--- config.mk ---
export PLATFORM = sky130hd
export DESIGN_NAME = octal_line_pair_word_parser_top
export DESIGN_NICKNAME = d
export VERILOG_FILES = /design/src/sv/olp_pkg.sv /design/src/sv/olp_fifo.sv /design/src/sv/olp_front.sv /design/src/sv/olp_back.sv /design/src/sv/octal_line_pair_word_parser_top.sv
export VERILOG_INCLUDE_DIRS = /design/src /design/src/sv
export SDC_FILE = /design/constraint.sdc
export NUM_CORES = 1
export LEC_CHECK = 0
export BUFFER_PORTS_ARGS = -buffer_cell sky130_fd_sc_hd__clkbuf_2
export CAP_MARGIN = 25
export CORE_MARGIN = 10
export CORE_UTILIZATION = 25
export DETAILED_ROUTE_END_ITERATION = 8
export SYNTH_ARGS = -nofsm -noshare
export SYNTH_HDL_FRONTEND = slang
export SYNTH_HIERARCHICAL = 1
export SYNTH_SLANG_ARGS = --single-unit
--- constraint.sdc ---
create_clock -name clk_i -period 7.9 [get_ports clk_i]
set_clock_uncertainty 0.15 [all_clocks]
set_input_delay 0.395 -clock clk_i [delete_from_list [all_inputs] [get_ports clk_i]]
set_output_delay 0.395 -clock clk_i [all_outputs]
set_load 0.005 [all_outputs]
--- src/sv/octal_line_pair_word_parser_top_macros.svh ---
// Assertion helpers shared by the queue and pair-state modules.
// Each use samples on clk_i and is masked while rst_ni is low.
`ifndef OCTAL_LINE_PAIR_WORD_PARSER_TOP_MACROS_SVH
`define OCTAL_LINE_PAIR_WORD_PARSER_TOP_MACROS_SVH

// Check a property on every rising clock edge outside reset.
`define OLP_ASSERT(label, prop) \
  label: assert property (@(posedge clk_i) disable iff (!rst_ni) (prop)) \
    else $error("olp: check failed");

// Check that a condition never holds outside reset.
`define OLP_ASSERT_NEVER(label, cond) \
  `OLP_ASSERT(label, !(cond))

`endif

--- src/sv/olp_pkg.sv ---
package olp_pkg;

  // Default number of octal digits carried by one line
  localparam int DIGITS_PER_LINE = 3;

  // Depth of the queues between the stages
  localparam int QUEUE_DEPTH = 2;

  // Character codes
  localparam logic [7:0] CH_ZERO    = 8'd48;
  localparam logic [7:0] CH_SEVEN   = 8'd55;
  localparam logic [7:0] CH_NINE    = 8'd57;
  localparam logic [7:0] CH_NEWLINE = 8'd10;

  // Line counter limits
  localparam logic [15:0] LINE_FIRST = 16'd1;
  localparam logic [15:0] LINE_MAX   = 16'hFFFF;

  // Input op codes
  localparam logic OP_CHAR = 1'b0;
  localparam logic OP_EOF  = 1'b1;

  // Character class worked out by the front stage
  typedef enum logic [2:0] {
    CLS_EOF,
    CLS_NEWLINE,
    CLS_OCTAL,
    CLS_NONOCTAL,
    CLS_OTHER
  } cls_e;

  // Result status codes
  typedef enum logic [2:0] {
    ST_OK         = 3'd0,
    ST_NONOCTAL   = 3'd1,
    ST_TOO_MANY   = 3'd2,
    ST_TOO_FEW    = 3'd3,
    ST_INCOMPLETE = 3'd4
  } status_e;

  // Classified word passed from front to back
  typedef struct packed {
    cls_e       cls;
    logic [2:0] digit;
  } item_t;

  // Result word
  typedef struct packed {
    status_e     status;
    logic [5:0]  id_value;
    logic [11:0] word_value;
    logic [15:0] line_number;
  } res_t;

  localparam int ITEM_W = $bits(item_t);
  localparam int RES_W  = $bits(res_t);

endpackage

--- src/sv/olp_fifo.sv ---
`include "octal_line_pair_word_parser_top_macros.svh"

module olp_fifo import olp_pkg::*; #(
  parameter int Width = 8,
  parameter int Depth = QUEUE_DEPTH
) (
  input  logic             clk_i,
  input  logic             rst_ni,
  input  logic             wr_en_i,
  input  logic [Width-1:0] wr_data_i,
  output logic             full_o,
  input  logic             rd_en_i,
  output logic [Width-1:0] rd_data_o,
  output logic             empty_o
);

  localparam int PtrW = (Depth > 1) ? $clog2(Depth) : 1;
  localparam int CntW = $clog2(Depth + 1);
  localparam logic [PtrW-1:0] PtrLast = PtrW'(Depth - 1);
  localparam logic [CntW-1:0] CntFull = CntW'(Depth);

  logic [Width-1:0] mem_q [Depth];
  logic [PtrW-1:0]  wr_ptr_q, wr_ptr_d;
  logic [PtrW-1:0]  rd_ptr_q, rd_ptr_d;
  logic [CntW-1:0]  count_q, count_d;
  logic             do_wr, do_rd;

  assign full_o    = (count_q == CntFull);
  assign empty_o   = (count_q == '0);
  assign do_wr     = wr_en_i && !full_o;
  assign do_rd     = rd_en_i && !empty_o;
  assign rd_data_o = mem_q[rd_ptr_q];

  // Advance pointers and occupancy
  always_comb begin
    wr_ptr_d = wr_ptr_q;
    rd_ptr_d = rd_ptr_q;
    count_d  = count_q;
    if (do_wr) begin
      wr_ptr_d = (wr_ptr_q == PtrLast) ? '0 : wr_ptr_q + 1'b1;
    end
    if (do_rd) begin
      rd_ptr_d = (rd_ptr_q == PtrLast) ? '0 : rd_ptr_q + 1'b1;
    end
    if (do_wr && !do_rd) begin
      count_d = count_q + 1'b1;
    end else if (do_rd && !do_wr) begin
      count_d = count_q - 1'b1;
    end
  end

  always_ff @(posedge clk_i or negedge rst_ni) begin
    if (!rst_ni) begin
      wr_ptr_q <= '0;
      rd_ptr_q <= '0;
      count_q  <= '0;
    end else begin
      wr_ptr_q <= wr_ptr_d;
      rd_ptr_q <= rd_ptr_d;
      count_q  <= count_d;
    end
  end

  // Store the incoming word
  always_ff @(posedge clk_i) begin
    if (do_wr) begin
      mem_q[wr_ptr_q] <= wr_data_i;
    end
  end

  `OLP_ASSERT_NEVER(a_count_range, count_q > CntFull)
  `OLP_ASSERT(a_write_fills, (do_wr && !do_rd) |=> (count_q == $past(count_q) + 1'b1))
  `OLP_ASSERT(a_read_drains, (do_rd && !do_wr) |=> (count_q == $past(count_q) - 1'b1))

endmodule

--- src/sv/olp_front.sv ---
module olp_front import olp_pkg::*; (
  input  logic       push_i,
  input  logic       op_i,
  input  logic [7:0] char_code_i,
  input  logic       queue_full_i,
  output logic       full_o,
  output logic       item_valid_o,
  output item_t      item_o
);

  // Accept while the queue towards the back has room
  assign full_o       = queue_full_i;
  assign item_valid_o = push_i && !queue_full_i;

  // Classify the character
  always_comb begin
    item_o.digit = char_code_i[2:0];
    if (op_i == OP_EOF) begin
      item_o.cls = CLS_EOF;
    end else if (char_code_i == CH_NEWLINE) begin
      item_o.cls = CLS_NEWLINE;
    end else if (char_code_i >= CH_ZERO && char_code_i <= CH_SEVEN) begin
      item_o.cls = CLS_OCTAL;
    end else if (char_code_i > CH_SEVEN && char_code_i <= CH_NINE) begin
      item_o.cls = CLS_NONOCTAL;
    end else begin
      item_o.cls = CLS_OTHER;
    end
  end

endmodule

--- src/sv/olp_back.sv ---
`include "octal_line_pair_word_parser_top_macros.svh"

module olp_back import olp_pkg::*; #(
  parameter int DigitsPerLine = DIGITS_PER_LINE
) (
  input  logic  clk_i,
  input  logic  rst_ni,
  input  logic  take_i,
  input  item_t item_i,
  output logic  res_valid_o,
  output res_t  res_o
);

  localparam int CntW = $clog2(DigitsPerLine + 1);
  localparam logic [CntW-1:0] CntLine = CntW'(DigitsPerLine);

  logic            second_half_q, second_half_d;
  logic [CntW-1:0] digit_count_q, digit_count_d;
  logic [5:0]      id_digits_q, id_digits_d;
  logic [11:0]     word_digits_q, word_digits_d;
  logic [15:0]     line_counter_q, line_counter_d;
  logic            discard_rest_q, discard_rest_d;
  logic [15:0]     line_next;

  assign line_next = (line_counter_q != LINE_MAX) ? line_counter_q + 16'd1 : line_counter_q;

  // Work out the next pair state and any result
  always_comb begin
    second_half_d  = second_half_q;
    digit_count_d  = digit_count_q;
    id_digits_d    = id_digits_q;
    word_digits_d  = word_digits_q;
    line_counter_d = line_counter_q;
    discard_rest_d = discard_rest_q;
    res_valid_o       = 1'b0;
    res_o.status      = ST_OK;
    res_o.id_value    = '0;
    res_o.word_value  = '0;
    res_o.line_number = line_counter_q;

    if (take_i) begin
      case (item_i.cls)
        CLS_EOF: begin
          if (!discard_rest_q) begin
            if (digit_count_q != '0 && digit_count_q < CntLine) begin
              res_valid_o  = 1'b1;
              res_o.status = ST_TOO_FEW;
            end else if (digit_count_q != '0 && second_half_q) begin
              res_valid_o      = 1'b1;
              res_o.id_value   = id_digits_q;
              res_o.word_value = word_digits_q;
            end else if (digit_count_q != '0 || second_half_q) begin
              res_valid_o  = 1'b1;
              res_o.status = ST_INCOMPLETE;
            end
          end
          // Return to reset state for a new stream
          second_half_d  = 1'b0;
          digit_count_d  = '0;
          id_digits_d    = '0;
          word_digits_d  = '0;
          line_counter_d = LINE_FIRST;
          discard_rest_d = 1'b0;
        end
        CLS_NEWLINE: begin
          line_counter_d = line_next;
          if (discard_rest_q) begin
            discard_rest_d = 1'b0;
          end else if (digit_count_q == '0) begin
            // empty line: skip
          end else if (digit_count_q < CntLine) begin
            res_valid_o   = 1'b1;
            res_o.status  = ST_TOO_FEW;
            second_half_d = 1'b0;
            digit_count_d = '0;
            id_digits_d   = '0;
            word_digits_d = '0;
          end else if (!second_half_q) begin
            second_half_d = 1'b1;
            digit_count_d = '0;
          end else begin
            res_valid_o      = 1'b1;
            res_o.id_value   = id_digits_q;
            res_o.word_value = word_digits_q;
            second_half_d    = 1'b0;
            digit_count_d    = '0;
            id_digits_d      = '0;
            word_digits_d    = '0;
          end
        end
        CLS_NONOCTAL, CLS_OCTAL: begin
          if (!discard_rest_q) begin
            if (item_i.cls == CLS_NONOCTAL || digit_count_q >= CntLine) begin
              // Drop the pair and skip to the end of the line
              res_valid_o    = 1'b1;
              res_o.status   = (item_i.cls == CLS_NONOCTAL) ? ST_NONOCTAL : ST_TOO_MANY;
              second_half_d  = 1'b0;
              digit_count_d  = '0;
              id_digits_d    = '0;
              word_digits_d  = '0;
              discard_rest_d = 1'b1;
            end else begin
              if (digit_count_q == '0) begin
                if (!second_half_q) begin
                  id_digits_d = {id_digits_q[5:3], item_i.digit};
                end else begin
                  id_digits_d = {item_i.digit, id_digits_q[2:0]};
                end
              end else begin
                word_digits_d = {word_digits_q[8:0], item_i.digit};
              end
              digit_count_d = digit_count_q + 1'b1;
            end
          end
        end
        default: begin
          // other characters are ignored
        end
      endcase
    end
  end

  always_ff @(posedge clk_i or negedge rst_ni) begin
    if (!rst_ni) begin
      second_half_q  <= 1'b0;
      digit_count_q  <= '0;
      id_digits_q    <= '0;
      word_digits_q  <= '0;
      line_counter_q <= LINE_FIRST;
      discard_rest_q <= 1'b0;
    end else begin
      second_half_q  <= second_half_d;
      digit_count_q  <= digit_count_d;
      id_digits_q    <= id_digits_d;
      word_digits_q  <= word_digits_d;
      line_counter_q <= line_counter_d;
      discard_rest_q <= discard_rest_d;
    end
  end

  `OLP_ASSERT_NEVER(a_count_limit, digit_count_q > CntLine)
  `OLP_ASSERT(a_eof_resets, (take_i && item_i.cls == CLS_EOF) |=>
    (line_counter_q == LINE_FIRST && !discard_rest_q && digit_count_q == '0))
  `OLP_ASSERT(a_line_monotonic, (take_i && item_i.cls != CLS_EOF) |=>
    (line_counter_q >= $past(line_counter_q)))

endmodule

--- src/sv/octal_line_pair_word_parser_top.sv ---
// Octal line-pair word parser.
// Input channel: push / full with op_i and char_code_i, one character or an
// end-of-stream marker (op_i high) per word. A word is taken at a clock edge
// with push high and full low.
// Result channel: empty / pop with status_o, id_value_o, word_value_o and
// line_number_o; the oldest result is shown while empty is low and leaves at
// an edge with pop high.
// Throughput: one input word per cycle, sustained, while results are popped.
// Each word passes through registered queues: the classifier writes a
// two-entry input queue, and the pair-state stage reads it and writes any
// result into a two-entry result queue.
// If the receiver stops popping, the result queue fills, the pair-state stage
// holds, the input queue fills and full rises; nothing is lost.
// Reset clears both queues, the pair state and discard flag, and sets the
// line counter to one. An end-of-stream marker does the same to the pair
// state after giving its result, so a new stream may follow at once.
module octal_line_pair_word_parser_top import olp_pkg::*; #(
  parameter int DigitsPerLine = DIGITS_PER_LINE
) (
  input  logic        clk_i,
  input  logic        rst_ni,
  input  logic        push,
  output logic        full,
  input  logic        op_i,
  input  logic [7:0]  char_code_i,
  output logic        empty,
  input  logic        pop,
  output logic [2:0]  status_o,
  output logic [5:0]  id_value_o,
  output logic [11:0] word_value_o,
  output logic [15:0] line_number_o
);

  logic  in_q_full, in_valid, mid_empty, res_full, take, res_valid;
  item_t in_item, mid_item;
  res_t  res, out_res;

  olp_front u_front (
    .push_i       (push),
    .op_i         (op_i),
    .char_code_i  (char_code_i),
    .queue_full_i (in_q_full),
    .full_o       (full),
    .item_valid_o (in_valid),
    .item_o       (in_item)
  );

  olp_fifo #(.Width(ITEM_W), .Depth(QUEUE_DEPTH)) u_in_queue (
    .clk_i     (clk_i),
    .rst_ni    (rst_ni),
    .wr_en_i   (in_valid),
    .wr_data_i (in_item),
    .full_o    (in_q_full),
    .rd_en_i   (take),
    .rd_data_o (mid_item),
    .empty_o   (mid_empty)
  );

  // Advance the back stage only when a result slot is free
  assign take = !mid_empty && !res_full;

  olp_back #(.DigitsPerLine(DigitsPerLine)) u_back (
    .clk_i       (clk_i),
    .rst_ni      (rst_ni),
    .take_i      (take),
    .item_i      (mid_item),
    .res_valid_o (res_valid),
    .res_o       (res)
  );

  olp_fifo #(.Width(RES_W), .Depth(QUEUE_DEPTH)) u_res_queue (
    .clk_i     (clk_i),
    .rst_ni    (rst_ni),
    .wr_en_i   (res_valid),
    .wr_data_i (res),
    .full_o    (res_full),
    .rd_en_i   (pop),
    .rd_data_o (out_res),
    .empty_o   (empty)
  );

  assign status_o      = out_res.status;
  assign id_value_o    = out_res.id_value;
  assign word_value_o  = out_res.word_value;
  assign line_number_o = out_res.line_number;

endmodule

==> results of run 1 <==
## metrics by stage
stage	setup WS, ps	hold WS [ps]	cell area [µm²]	cells
finish	4411	66.95	7131	818
global route	4180	70.88	7131	818
CTS	4381	45.36	7119	817
detailed placement	4398	340.9	6461	784
global placement	4278	324.4	6441	783
floorplan	3978	-50.59	5887	427
## worst register-to-register path: cells and delay by family, from the launching register on
family           cells  cell delay [ps]
AND/OR/NAND/NOR      4             1870
flip-flops           1              520
multiplexers         1              480
AO/OA/AOI/OAI        1               80
## logic make-up (layout without fill, tap and decap cells)
family | after synthesis | in the layout | synth area share, %
compound gates | 59 | 59 | 6.844
xor+xnor | 10 | 10 | 1.488
fa+ha+maj | 7 | 7 | 1.488
buf+inv | 42 | 114 | 3.847
flops | 132 | 132 | 63.44
mux | 56 | 56 | 11.73
simple gates | 121 | 121 | 11.16
## per-layer routing
metal / up-vias / wire, µm
li1: 1674 / -
met1: 1648 / 5430
met2: 70 / 5296
met3: 9 / 549
met4: 0 / 152
met5: - / 0
## power by group
group | switching, mW | internal (mW) | total, mW | leakage, nW
combinational | 0.330 | 0.291 | 0.620 | 1.09
sequential | 0.0813 | 0.845 | 0.926 | 1.37
clock | 0.282 | 0.569 | 0.851 | 0.311
## sequential cells by signal, indices dropped and copies added, names as in the netlist, 2 cells and up
register	flops
u_in_queue/count_q	2
u_back/digit_count_q	2
u_res_queue/mem_q	74
u_back/id_digits_q	6
u_back/line_counter_q	16
u_back/word_digits_q	12
u_res_queue/count_q	2
u_in_queue/mem_q	12
## cell usage in the layout (no fill, tap or decap), types with 4 or more instances in the layout
master / synthesis / layout
a22o_1: 6 / 6
nand4_1: 4 / 4
nor2_1: 25 / 24
clkbuf_16: 0 / 17
xor2_1: 4 / 4
clkbuf_2: 2 / 51
o31ai_1: 7 / 7
xnor2_1: 6 / 6
nand2_1: 30 / 30
edfxtp_1: 86 / 86
mux2_1: 4 / 4
dfrtp_1: 45 / 44
bufinv_16: 0 / 5
and2_1: 20 / 20
inv_1: 25 / 25
nor3_1: 5 / 5
o21ai_0: 18 / 18
mux2i_1: 12 / 12
ha_1: 7 / 7
mux2_2: 20 / 20
nand3_1: 9 / 9
mux2_4: 20 / 20
nand2b_1: 4 / 4
a21oi_1: 8 / 8
## cell type report
class,instances,share of cell area [%]
multi-input cells,253,27.13
clock inverters,12,2.825
well taps,319,5.597
repair buffers,57,4.474
clock buffers,20,6.264
inverters,25,1.316
flip-flops and latches,132,52.40
## repair_timing
action                    4_1_cts  5_1_grt
hold endpoints to repair       45        0
resized for setup               0        0
hold buffers                    1        0
setup buffers                   0        0
## synthesized netlist by cell type, types with 7 or more instances
| cell type | number | area [µm²] |
|---|---|---|
| nor2_1 | 25 | 93.84 |
| and2_1 | 20 | 125.1 |
| mux2i_1 | 12 | 120.1 |
| nand2_1 | 30 | 112.6 |
| nand3_1 | 9 | 45.04 |
| mux2_4 | 20 | 300.3 |
| dfrtp_1 | 45 | 1126 |
| o31ai_1 | 7 | 52.55 |
| inv_1 | 25 | 93.84 |
| mux2_2 | 20 | 225.2 |
| a21oi_1 | 8 | 40.04 |
| edfxtp_1 | 86 | 2582 |
| o21ai_0 | 18 | 90.09 |
| ha_1 | 7 | 87.58 |
## worst paths after layout
kind                                            start                       end  slack, ps  depth (start not counted)
min in group asynchronous                      rst_ni    u_res_queue/count_q[1]        470                          3
worst min-delay path                   char_code_i[0]    u_in_queue/mem_q[1][0]         70                          1
worst max-delay path              u_in_queue/rd_ptr_q  u_res_queue/mem_q[1][14]       4410                          6
worst min register to register  u_back/id_digits_q[2]     u_back/id_digits_q[2]        350                          1
max in group asynchronous                      rst_ni      u_res_queue/rd_ptr_q       6700                          3
worst max register to register    u_in_queue/rd_ptr_q  u_res_queue/mem_q[1][14]       4410                          6
==> out/results.txt, run 1 <==
Drc violations: 0
Boundary Pins: 52
Status: finished, final reports clean
Clock buffer depth: 2
# fillers: 2361
Total of max-cap violations: 0
Worst vdd ir: 0.1091 mV
Type of the worst min-delay path: input port to register
CTS Buf Count: 17
Share of layout cells above drive strength 1: 28.06%
Library cells used by synthesis: 57
Root buffer cell: clkbuf_16
Die W: 173.5 µm
Die H: 173.5 µm
RSZ-0062 raised after global routing: no
Asr flop ratio synth: 34.85%
First-pass GRT wire length: 18750 µm
Synth Cell Area: 0.005887 mm²
Total Die Area: 0.03008 mm²
Wire per inst: 13.97 µm
Startpoint kind of the worst setup timing path: register
Clk_lat worst skew: 420 ps
Sum Neg Setup Slack: 0 ps
Yosys warning count: 6
Max incr delay on CP: 840 ps
Worst Path Max Fanout: 37
Met1 track demand over resource: 9.821%
Core area: 0.02333 mm²
Fmax: 286.6 MHz
Register clock-pin slew on the reported worst setup and hold paths: 50 ps
Gr usage total: 7.813%
Total Wirelength: 11430 µm
Final worst path period need: 3489 ps
Global route overflow: 0
GR Util met3: 2.679%
CTS tree: built
Hold Violations, Final: 0
Kind of cell adding the most delay to the critical path: simple AND/OR/NAND/NOR gates
Vias in the first global route: 3532
Global placer's final weighted congestion: 0.7594
Worst endpoint required time: 7780 ps
Detail Route Antenna Nets: 0
Slowest CP cell: and3_2
Sink Count: 132
Crit-path cells: mux2_1 -> or3b_1 -> nor3_1 -> a221oi_1 -> nor2_1 -> and3_2
Via density: 4.158
Antenna fix cells: 0
# setup viols final: 0
Mapped Cells: 427
Synthesized Nets: 447
Worst Path Arrival: 3370 ps
PortBufs: 51
Cell row count: 56
Slew headroom: 35.91%
Initial antenna violation count: 0
Initial DRT Pass Iterations: 4
Storage cell area: 0.003736 mm²
PwrDens: 336.2 mW/mm²
Seq cells post-synth: 132
Final Max Slew Viols: 0
Post-synth EDFFs: 86
Slew at the pin closest to its max-slew limit: 961.4 ps
Area of the multi-input gates: 0.001934 mm²
H-tree Lvls: 4
Largest net degree at the start of global routing: 47
Crit. End Element: register
Initial core utilization: 25.23%
Fin util: 30.56%
Dpl hpwl: 7745 µm
Seq/Total Area, Yosys: 63.44%
Layout area overhead: 21.13%
WS Path Type: register to register
GR Layer Usage met2: 12.10%
Grt peak-use layer: met2
Period utilisation layout: 44.16%
WP buf/inv: 0
Nets: 506
Power, Total: 2.398 mW
Leakage: 2.772 nW
Mean Syn Cell Area: 13.79 µm²
Starting DRT DRC Count: 210
Vias: 3401
Main synth FF type: edfxtp_1
(Power assumes the default switching activity.)
==> inputs of run 2 (changes only) <==
ABC_AREA = 1   (was unset)
clock period = 3.47 ns   (was 7.9 ns; I/O delays follow)
==> out/results.txt, run 2 <==
Post-synth top area share: 40.41% (was 43.87%)
Wire per inst: 12.60 µm (was 13.97 µm)
H-tree Lvls: 4 (unchanged)
Core area: 0.02518 mm² (was 0.02333 mm²)
Global placer's final weighted congestion: 0.8141 (was 0.7594)
PortBufs: 51 (unchanged)
Initial core utilization: 25.38% (was 25.23%)
RSZ-0062 raised after global routing: no (unchanged)
Root buffer cell: clkbuf_16 (unchanged)
Period utilisation layout: 83.26% (was 44.16%)
Vias: 4538 (was 3401)
Final Max Slew Viols: 0 (unchanged)
Asr flop ratio synth: 34.85% (unchanged)
Area of the multi-input gates: 0.002225 mm² (was 0.001934 mm²)
Slew headroom: 45.49% (was 35.91%)
Mapped Cells: 679 (was 427)
Type of the worst min-delay path: input port to register (unchanged)
Setup crit start: u_in_queue/rd_ptr_q (unchanged)
Most frequent cells in the layout: nand2_1, edfxtp_1, inv_1 (was edfxtp_1, clkbuf_2, dfrtp_1)
Clk_lat worst skew: 420 ps (about the same)
Yosys warning count: 6 (unchanged)
Initial antenna violation count: 0 (unchanged)
Final worst path period need: 2889 ps (was 3489 ps)
Total Wirelength: 13620 µm (was 11430 µm)
Post-synth top cells: nand2_1, edfxtp_1, inv_1, nor2_1, dfrtp_1 (was edfxtp_1, dfrtp_1, nand2_1, inv_1, nor2_1)
Most common cell after layout, fill and taps aside: nand2_1 (was edfxtp_1)
Most flops, register: u_res_queue/mem_q (unchanged)
First-pass GRT wire length: 22900 µm (was 18750 µm)
Synth Cell Area: 0.006391 mm² (was 0.005887 mm²)
Via density: 4.198 (was 4.158)
Antenna fix cells: 0 (unchanged)
FF-to-FF Start: u_in_queue/rd_ptr_q (unchanged)
Startpoint kind of the worst setup timing path: register (unchanged)
Gr usage total: 8.611% (was 7.813%)
Cell row count: 58 (was 56)
WS Path Type: register to register (unchanged)
Vias in the first global route: 4345 (was 3532)
Hold Buf Count CTS: 6 (was 1)
Die W: 179.9 µm (was 173.5 µm)
Synthesized Nets: 699 (was 447)
Global route overflow: 0 (unchanged)
Sum Neg Setup Slack: 0 ps (unchanged)
Main synth FF type: edfxtp_1 (unchanged)
Seq cells post-synth: 132 (unchanged)
Sink Count: 132 (unchanged)
Most frequent cell after synthesis: nand2_1 (was edfxtp_1)
R2r setup slk: 580 ps (was 4410 ps)
Initial DRT Pass Iterations: 5 (was 4)
Total Die Area: 0.03236 mm² (was 0.03008 mm²)
Max reg flops: 74 (unchanged)
Synth area leader: edfxtp_1 (unchanged)
Crit. End Element: register (unchanged)
Seq/Total Area, Yosys: 58.44% (was 63.44%)
Worst Path Max Fanout: 37 (unchanged)
Post-synth EDFFs: 86 (unchanged)
Leakage: 3.183 nW (was 2.772 nW)
Hold Violations, Final: 0 (unchanged)
Worst endpoint required time: 3420 ps (was 7780 ps)
Boundary Pins: 52 (unchanged)
HP Start: push (was char_code_i[0])
Non-filler cells in the finished layout: 1081 (was 818)
Dpl hpwl: 9409 µm (was 7745 µm)
Layout area overhead: 18.77% (was 21.13%)
Nets: 758 (was 506)
# fillers: 2571 (was 2361)
Storage cell area: 0.003735 mm² (was 0.003736 mm²)
Mean Syn Cell Area: 9.413 µm² (was 13.79 µm²)
Post-CTS setup buffers: 0 (unchanged)
PwrDens: 767.7 mW/mm² (was 336.2 mW/mm²)
Clock buffer depth: 2 (unchanged)
Share of layout cells above drive strength 1: 18.91% (was 28.06%)
CTS resizes: 0 (unchanged)
Total of max-cap violations: 0 (unchanged)
Detail Route Antenna Nets: 0 (unchanged)
Worst vdd ir: 0.3813 mV (was 0.1091 mV)
Status: finished, final reports clean (unchanged)
CTS Buf Count: 17 (unchanged)
Starting DRT DRC Count: 304 (was 210)
Drc violations: 0 (unchanged)
Inst Count DP: 1043 (was 784)
CTS tree: built (unchanged)
Slew at the pin closest to its max-slew limit: 817.6 ps (was 961.4 ps)
Worst Path Arrival: 2840 ps (was 3370 ps)
Largest net degree at the start of global routing: 39 (was 47)
Register clock-pin slew on the reported worst setup and hold paths: 60 ps (was 50 ps)
Die H: 179.9 µm (was 173.5 µm)
Library cells used by synthesis: 41 (was 57)
Fmax: 346.1 MHz (was 286.6 MHz)
# setup viols final: 0 (unchanged)
Largest cells by area after synthesis: edfxtp_1, dfrtp_1, nand2_1, inv_1, nor2_1 (was edfxtp_1, dfrtp_1, mux2_4, mux2_2, and2_1)
Top Registers: u_res_queue/mem_q (74), u_back/line_counter_q (16) (unchanged)
[run 2: cell types whose count changed after synthesis, sizes merged, moves of 12 or more]
cell	before	now
inv	25	67
and2	20	1
o21ai	22	39
nand2	31	257
mux2i	12	0
mux2	44	0
nor2	25	70
nand3	9	36
[run 2: cells by family (layout without fill, tap and decap cells)]
kind of cell,Yosys count,in the layout,synth area share [%]
AND/OR/NAND/NOR,395,395,27.56
adder cells (fa/ha/maj),7,7,1.370
buffers and inverters,90,162,6.872
flip-flops,132,132,58.44
AO/OA/AOI/OAI,51,51,5.208
XOR/XNOR,4,4,0.5483
[run 2: routing by layer]
layer | part of all wire (%) | GRT usage, % | vias to the layer above
met4 | 1.9 | 3.308 | 0
met3 | 3.8 | 2.149 | 19
met1 | 51 | 11.63 | 2095
met5 | 0 | 0 | -
li1 | - | - | 2332
met2 | 44 | 12.93 | 92
[run 2: critical path: stages, from the launching register on]
cell and delay (ps):
dfrtp_1 450, inv_1 150, nand2_1 80, nand2_1 150, nor2_2 250, nand2_4 110, inv_2 230, o211ai_1 140
a31oi_1 210, inv_1 80, nor2_2 130, nand2_1 80, inv_1 100, buf_12 240
[run 2: worst paths after layout]
check	endpoint	cells after the start
max in group asynchronous	u_back/id_digits_q[0]	3
max	u_res_queue/mem_q[0][25]	13
min reg2reg	u_back/id_digits_q[5]	2
min in group asynchronous	u_back/word_digits_q[0]	2
max reg2reg	u_res_queue/mem_q[0][25]	13
min	u_in_queue/wr_ptr_q	7
[run 2: through the flow]
step / cell area (µm²) / hold slack, ps / utilization, % / setup WS (ps) / power [mW]
3_5_place_dp: 6949 / 169.3 / 27.60 / 578.9 / 4.163
3_3_place_gp: 6949 / 163.9 / 27.60 / 679.0 / 4.136
2_1_floorplan: 6394 / -272.1 / - / 232.7 / 3.586
4_1_cts: 7591 / 53.75 / 30.15 / 556.1 / 5.938
5_1_grt: 7591 / 106.0 / 30.15 / 270.8 / 6.259
6_report: 7591 / 70.91 / 30.15 / 580.8 / 5.827
[run 2: area by class of cell]
| class | count | share of cell area [%] |
|---|---|---|
| Tap cell | 330 | 5.439 |
| Timing Repair Buffer | 63 | 5.077 |
| Clock inverter | 14 | 2.011 |
| Multi-Input combinational cell | 457 | 29.31 |
| Sequential cell | 132 | 49.20 |
| Inverter | 67 | 3.313 |
| Clock buffer | 18 | 5.654 |
[run 2: power breakdown]
part,internal (mW),switching (mW)
registers,1.91,0.111
clock network,1.06,0.689
logic,0.629,1.43
total,3.60,2.23
==> inputs of run 3 (changes only) <==
clock period = 2.84 ns   (was 3.47 ns; I/O delays follow)
==> out/results.txt, run 3 (same netlist as run 2, synthesis figures left out) <==
H-tree Lvls: 4 (unchanged)
CTS Buf Count: 17 (unchanged)
Leakage: 3.215 nW (was 3.183 nW)
Final Max Slew Viols: 0 (unchanged)
Starting DRT DRC Count: 249 (was 304)
Most common cell after layout, fill and taps aside: nand2_1 (unchanged)
RSZ-0062 raised after global routing: no (unchanged)
Critical path's most frequent cell: nand2_1
Slowest CP cell: dfrtp_2 (was dfrtp_1)
Initial antenna violation count: 0 (unchanged)
Type of the worst min-delay path: input port to register (unchanged)
Vias in the first global route: 4601 (was 4345)
Startpoint kind of the worst setup timing path: register (unchanged)
Global placer's final weighted congestion: 0.8335 (was 0.8141)
Crit. End Element: register (unchanged)
Share of layout cells above drive strength 1: 20.08% (was 18.91%)
Initial DRT Pass Iterations: 5 (unchanged)
Clock buffer depth: 2 (unchanged)
WS Path Type: register to register (unchanged)
Via density: 4.214 (was 4.198)
Max incr delay on CP: 450 ps (about the same)
Core area: 0.02518 mm² (unchanged)
Register clock-pin slew on the reported worst setup and hold paths: 60 ps (about the same)
Clk_lat worst skew: 420 ps (about the same)
PortBufs: 51 (unchanged)
Gr usage total: 8.722% (was 8.611%)
Layout area overhead: 20.24% (was 18.77%)
Slew headroom: 51.77% (was 45.49%)
Sink Count: 132 (unchanged)
Cell row count: 58 (unchanged)
Storage cell area: 0.003736 mm² (was 0.003735 mm²)
Area of the multi-input gates: 0.002230 mm² (was 0.002225 mm²)
Worst endpoint required time: 2810 ps (was 3420 ps)
Slew at the pin closest to its max-slew limit: 723.5 ps (was 817.6 ps)
Vias: 4581 (was 4538)
Final Cell Area: 0.007685 mm² (was 0.007591 mm²)
Max reg flops: 74 (unchanged)
Crit-path cells: inv_1 -> nand2_1 -> nand2_1 -> inv_2 -> nor2_4 -> nand2_1 -> nand2_1 -> nand2_1 -> a31oi_1 -> inv_1 -> nor2_2 -> nand2_1 -> clkinvlp_4 -> clkbuf_16 (was inv_1 -> nand2_1 -> nand2_1 -> nor2_2 -> nand2_4 -> inv_2 -> o211ai_1 -> a31oi_1 -> inv_1 -> nor2_2 -> nand2_1 -> inv_1 -> buf_12)
First-pass GRT wire length: 23280 µm (was 22900 µm)
Largest net degree at the start of global routing: 39 (unchanged)
Boundary Pins: 52 (unchanged)
Initial core utilization: 25.38% (unchanged)
Top Registers: u_res_queue/mem_q (74), u_back/line_counter_q (16) (unchanged)
Die H: 179.9 µm (unchanged)
Worst vdd ir: 0.4735 mV (was 0.3813 mV)
Period utilisation layout: 91.91% (was 83.26%)
Total Die Area: 0.03236 mm² (unchanged)
Placed inst area: 0.006990 mm² (was 0.006949 mm²)
Hold Violations, Final: 0 (unchanged)
# setup viols final: 0 (unchanged)
Status: finished, final reports clean (unchanged)
Drc violations: 0 (unchanged)
Sum Neg Setup Slack: 0 ps (unchanged)
Worst Path Max Fanout: 18 (was 37)
Fmax: 383.1 MHz (was 346.1 MHz)
Most frequent cells in the layout: nand2_1, edfxtp_1, inv_1 (unchanged)
Worst Path Arrival: 2580 ps (was 2840 ps)
Dpl hpwl: 9636 µm (was 9409 µm)
# fillers: 2600 (was 2571)
Final worst path period need: 2610 ps (was 2889 ps)
CTS tree: built (unchanged)
Detail Route Antenna Nets: 0 (unchanged)
Antenna fix cells: 0 (unchanged)
Wire per inst: 12.75 µm (was 12.60 µm)
Total Wirelength: 13860 µm (was 13620 µm)
Root buffer cell: clkbuf_16 (unchanged)
Global route overflow: 0 (unchanged)
Nets: 764 (was 758)
Total of max-cap violations: 0 (unchanged)
PwrDens: 946.9 mW/mm² (was 767.7 mW/mm²)
Most flops, register: u_res_queue/mem_q (unchanged)
Die W: 179.9 µm (unchanged)
-- run 3: per-layer routing --
metal	up-vias	wire [µm]	track usage, %
met4	0	148	2.944
met5	-	0	0
met3	17	469	2.008
li1	2337	-	-
met2	83	6494	14.69
met1	2144	6751	10.73
-- run 3: power by group --
group          total, mW  internal [mW]  switching [mW]
sequential          2.47           2.33           0.141
clock               2.22           1.38           0.832
combinational       2.59          0.826            1.76
-- run 3: path summary, 6_finish.rpt --
| path | cells past startpoint | slack [ps] | from | to |
|---|---|---|---|---|
| max in group asynchronous | 3 | 1730 | rst_ni | u_back/line_counter_q[3] |
| setup reg to reg | 14 | 230 | u_in_queue/rd_ptr_q | u_res_queue/mem_q[0][35] |
| setup / recovery | 14 | 230 | u_in_queue/rd_ptr_q | u_res_queue/mem_q[0][35] |
| min in group asynchronous | 2 | 180 | rst_ni | u_in_queue/wr_ptr_q |
| hold reg to reg | 2 | 320 | u_back/id_digits_q[4] | u_back/id_digits_q[4] |
| hold / removal | 6 | 8 | push | u_in_queue/wr_ptr_q |
-- run 3: area by class of cell --
class | instances | share of cell area, %
Clock inverter | 15 | 2.312
Inverter | 67 | 3.321
Timing Repair Buffer | 69 | 5.829
Multi-Input combinational cell | 457 | 29.01
Tap cell | 330 | 5.373
Clock buffer | 17 | 5.536
Sequential cell | 132 | 48.62
-- run 3: through the flow --
stage | cells | power, mW | utilization [%] | worst slack (ps) | hold slack [ps]
4_1_cts | 1086 | 7.368 | 30.39 | 169.2 | 0.1426
3_5_place_dp | 1048 | 5.118 | 27.76 | 188.9 | 83.77
6_report | 1087 | 7.277 | 30.52 | 229.6 | 7.687
5_1_grt | 1087 | 7.825 | 30.52 | 13.83 | 61.66
3_3_place_gp | 1048 | 5.086 | 27.76 | 262.5 | 76.53
2_1_floorplan | 679 | 4.387 | - | 23.95 | -303.6
-- run 3: what timing repair did --
| item | 4_1_cts | 5_1_grt |
|---|---|---|
| hold endpoints to repair | 36 | 0 |
| hold buffers | 6 | 0 |
| setup buffers | 0 | 0 |
| gates resized for setup | 0 | 2 |
| setup endpoints to repair | 0 | 37 |
-- run 3: worst max-delay path, delay by kind of cell, from the launching register on --
kind	cells	cell delay, ps
DFF	1	450
and+or+nand+nor	8	830
AOI/OAI and AO/OA	1	220
buffers and inverters	5	660
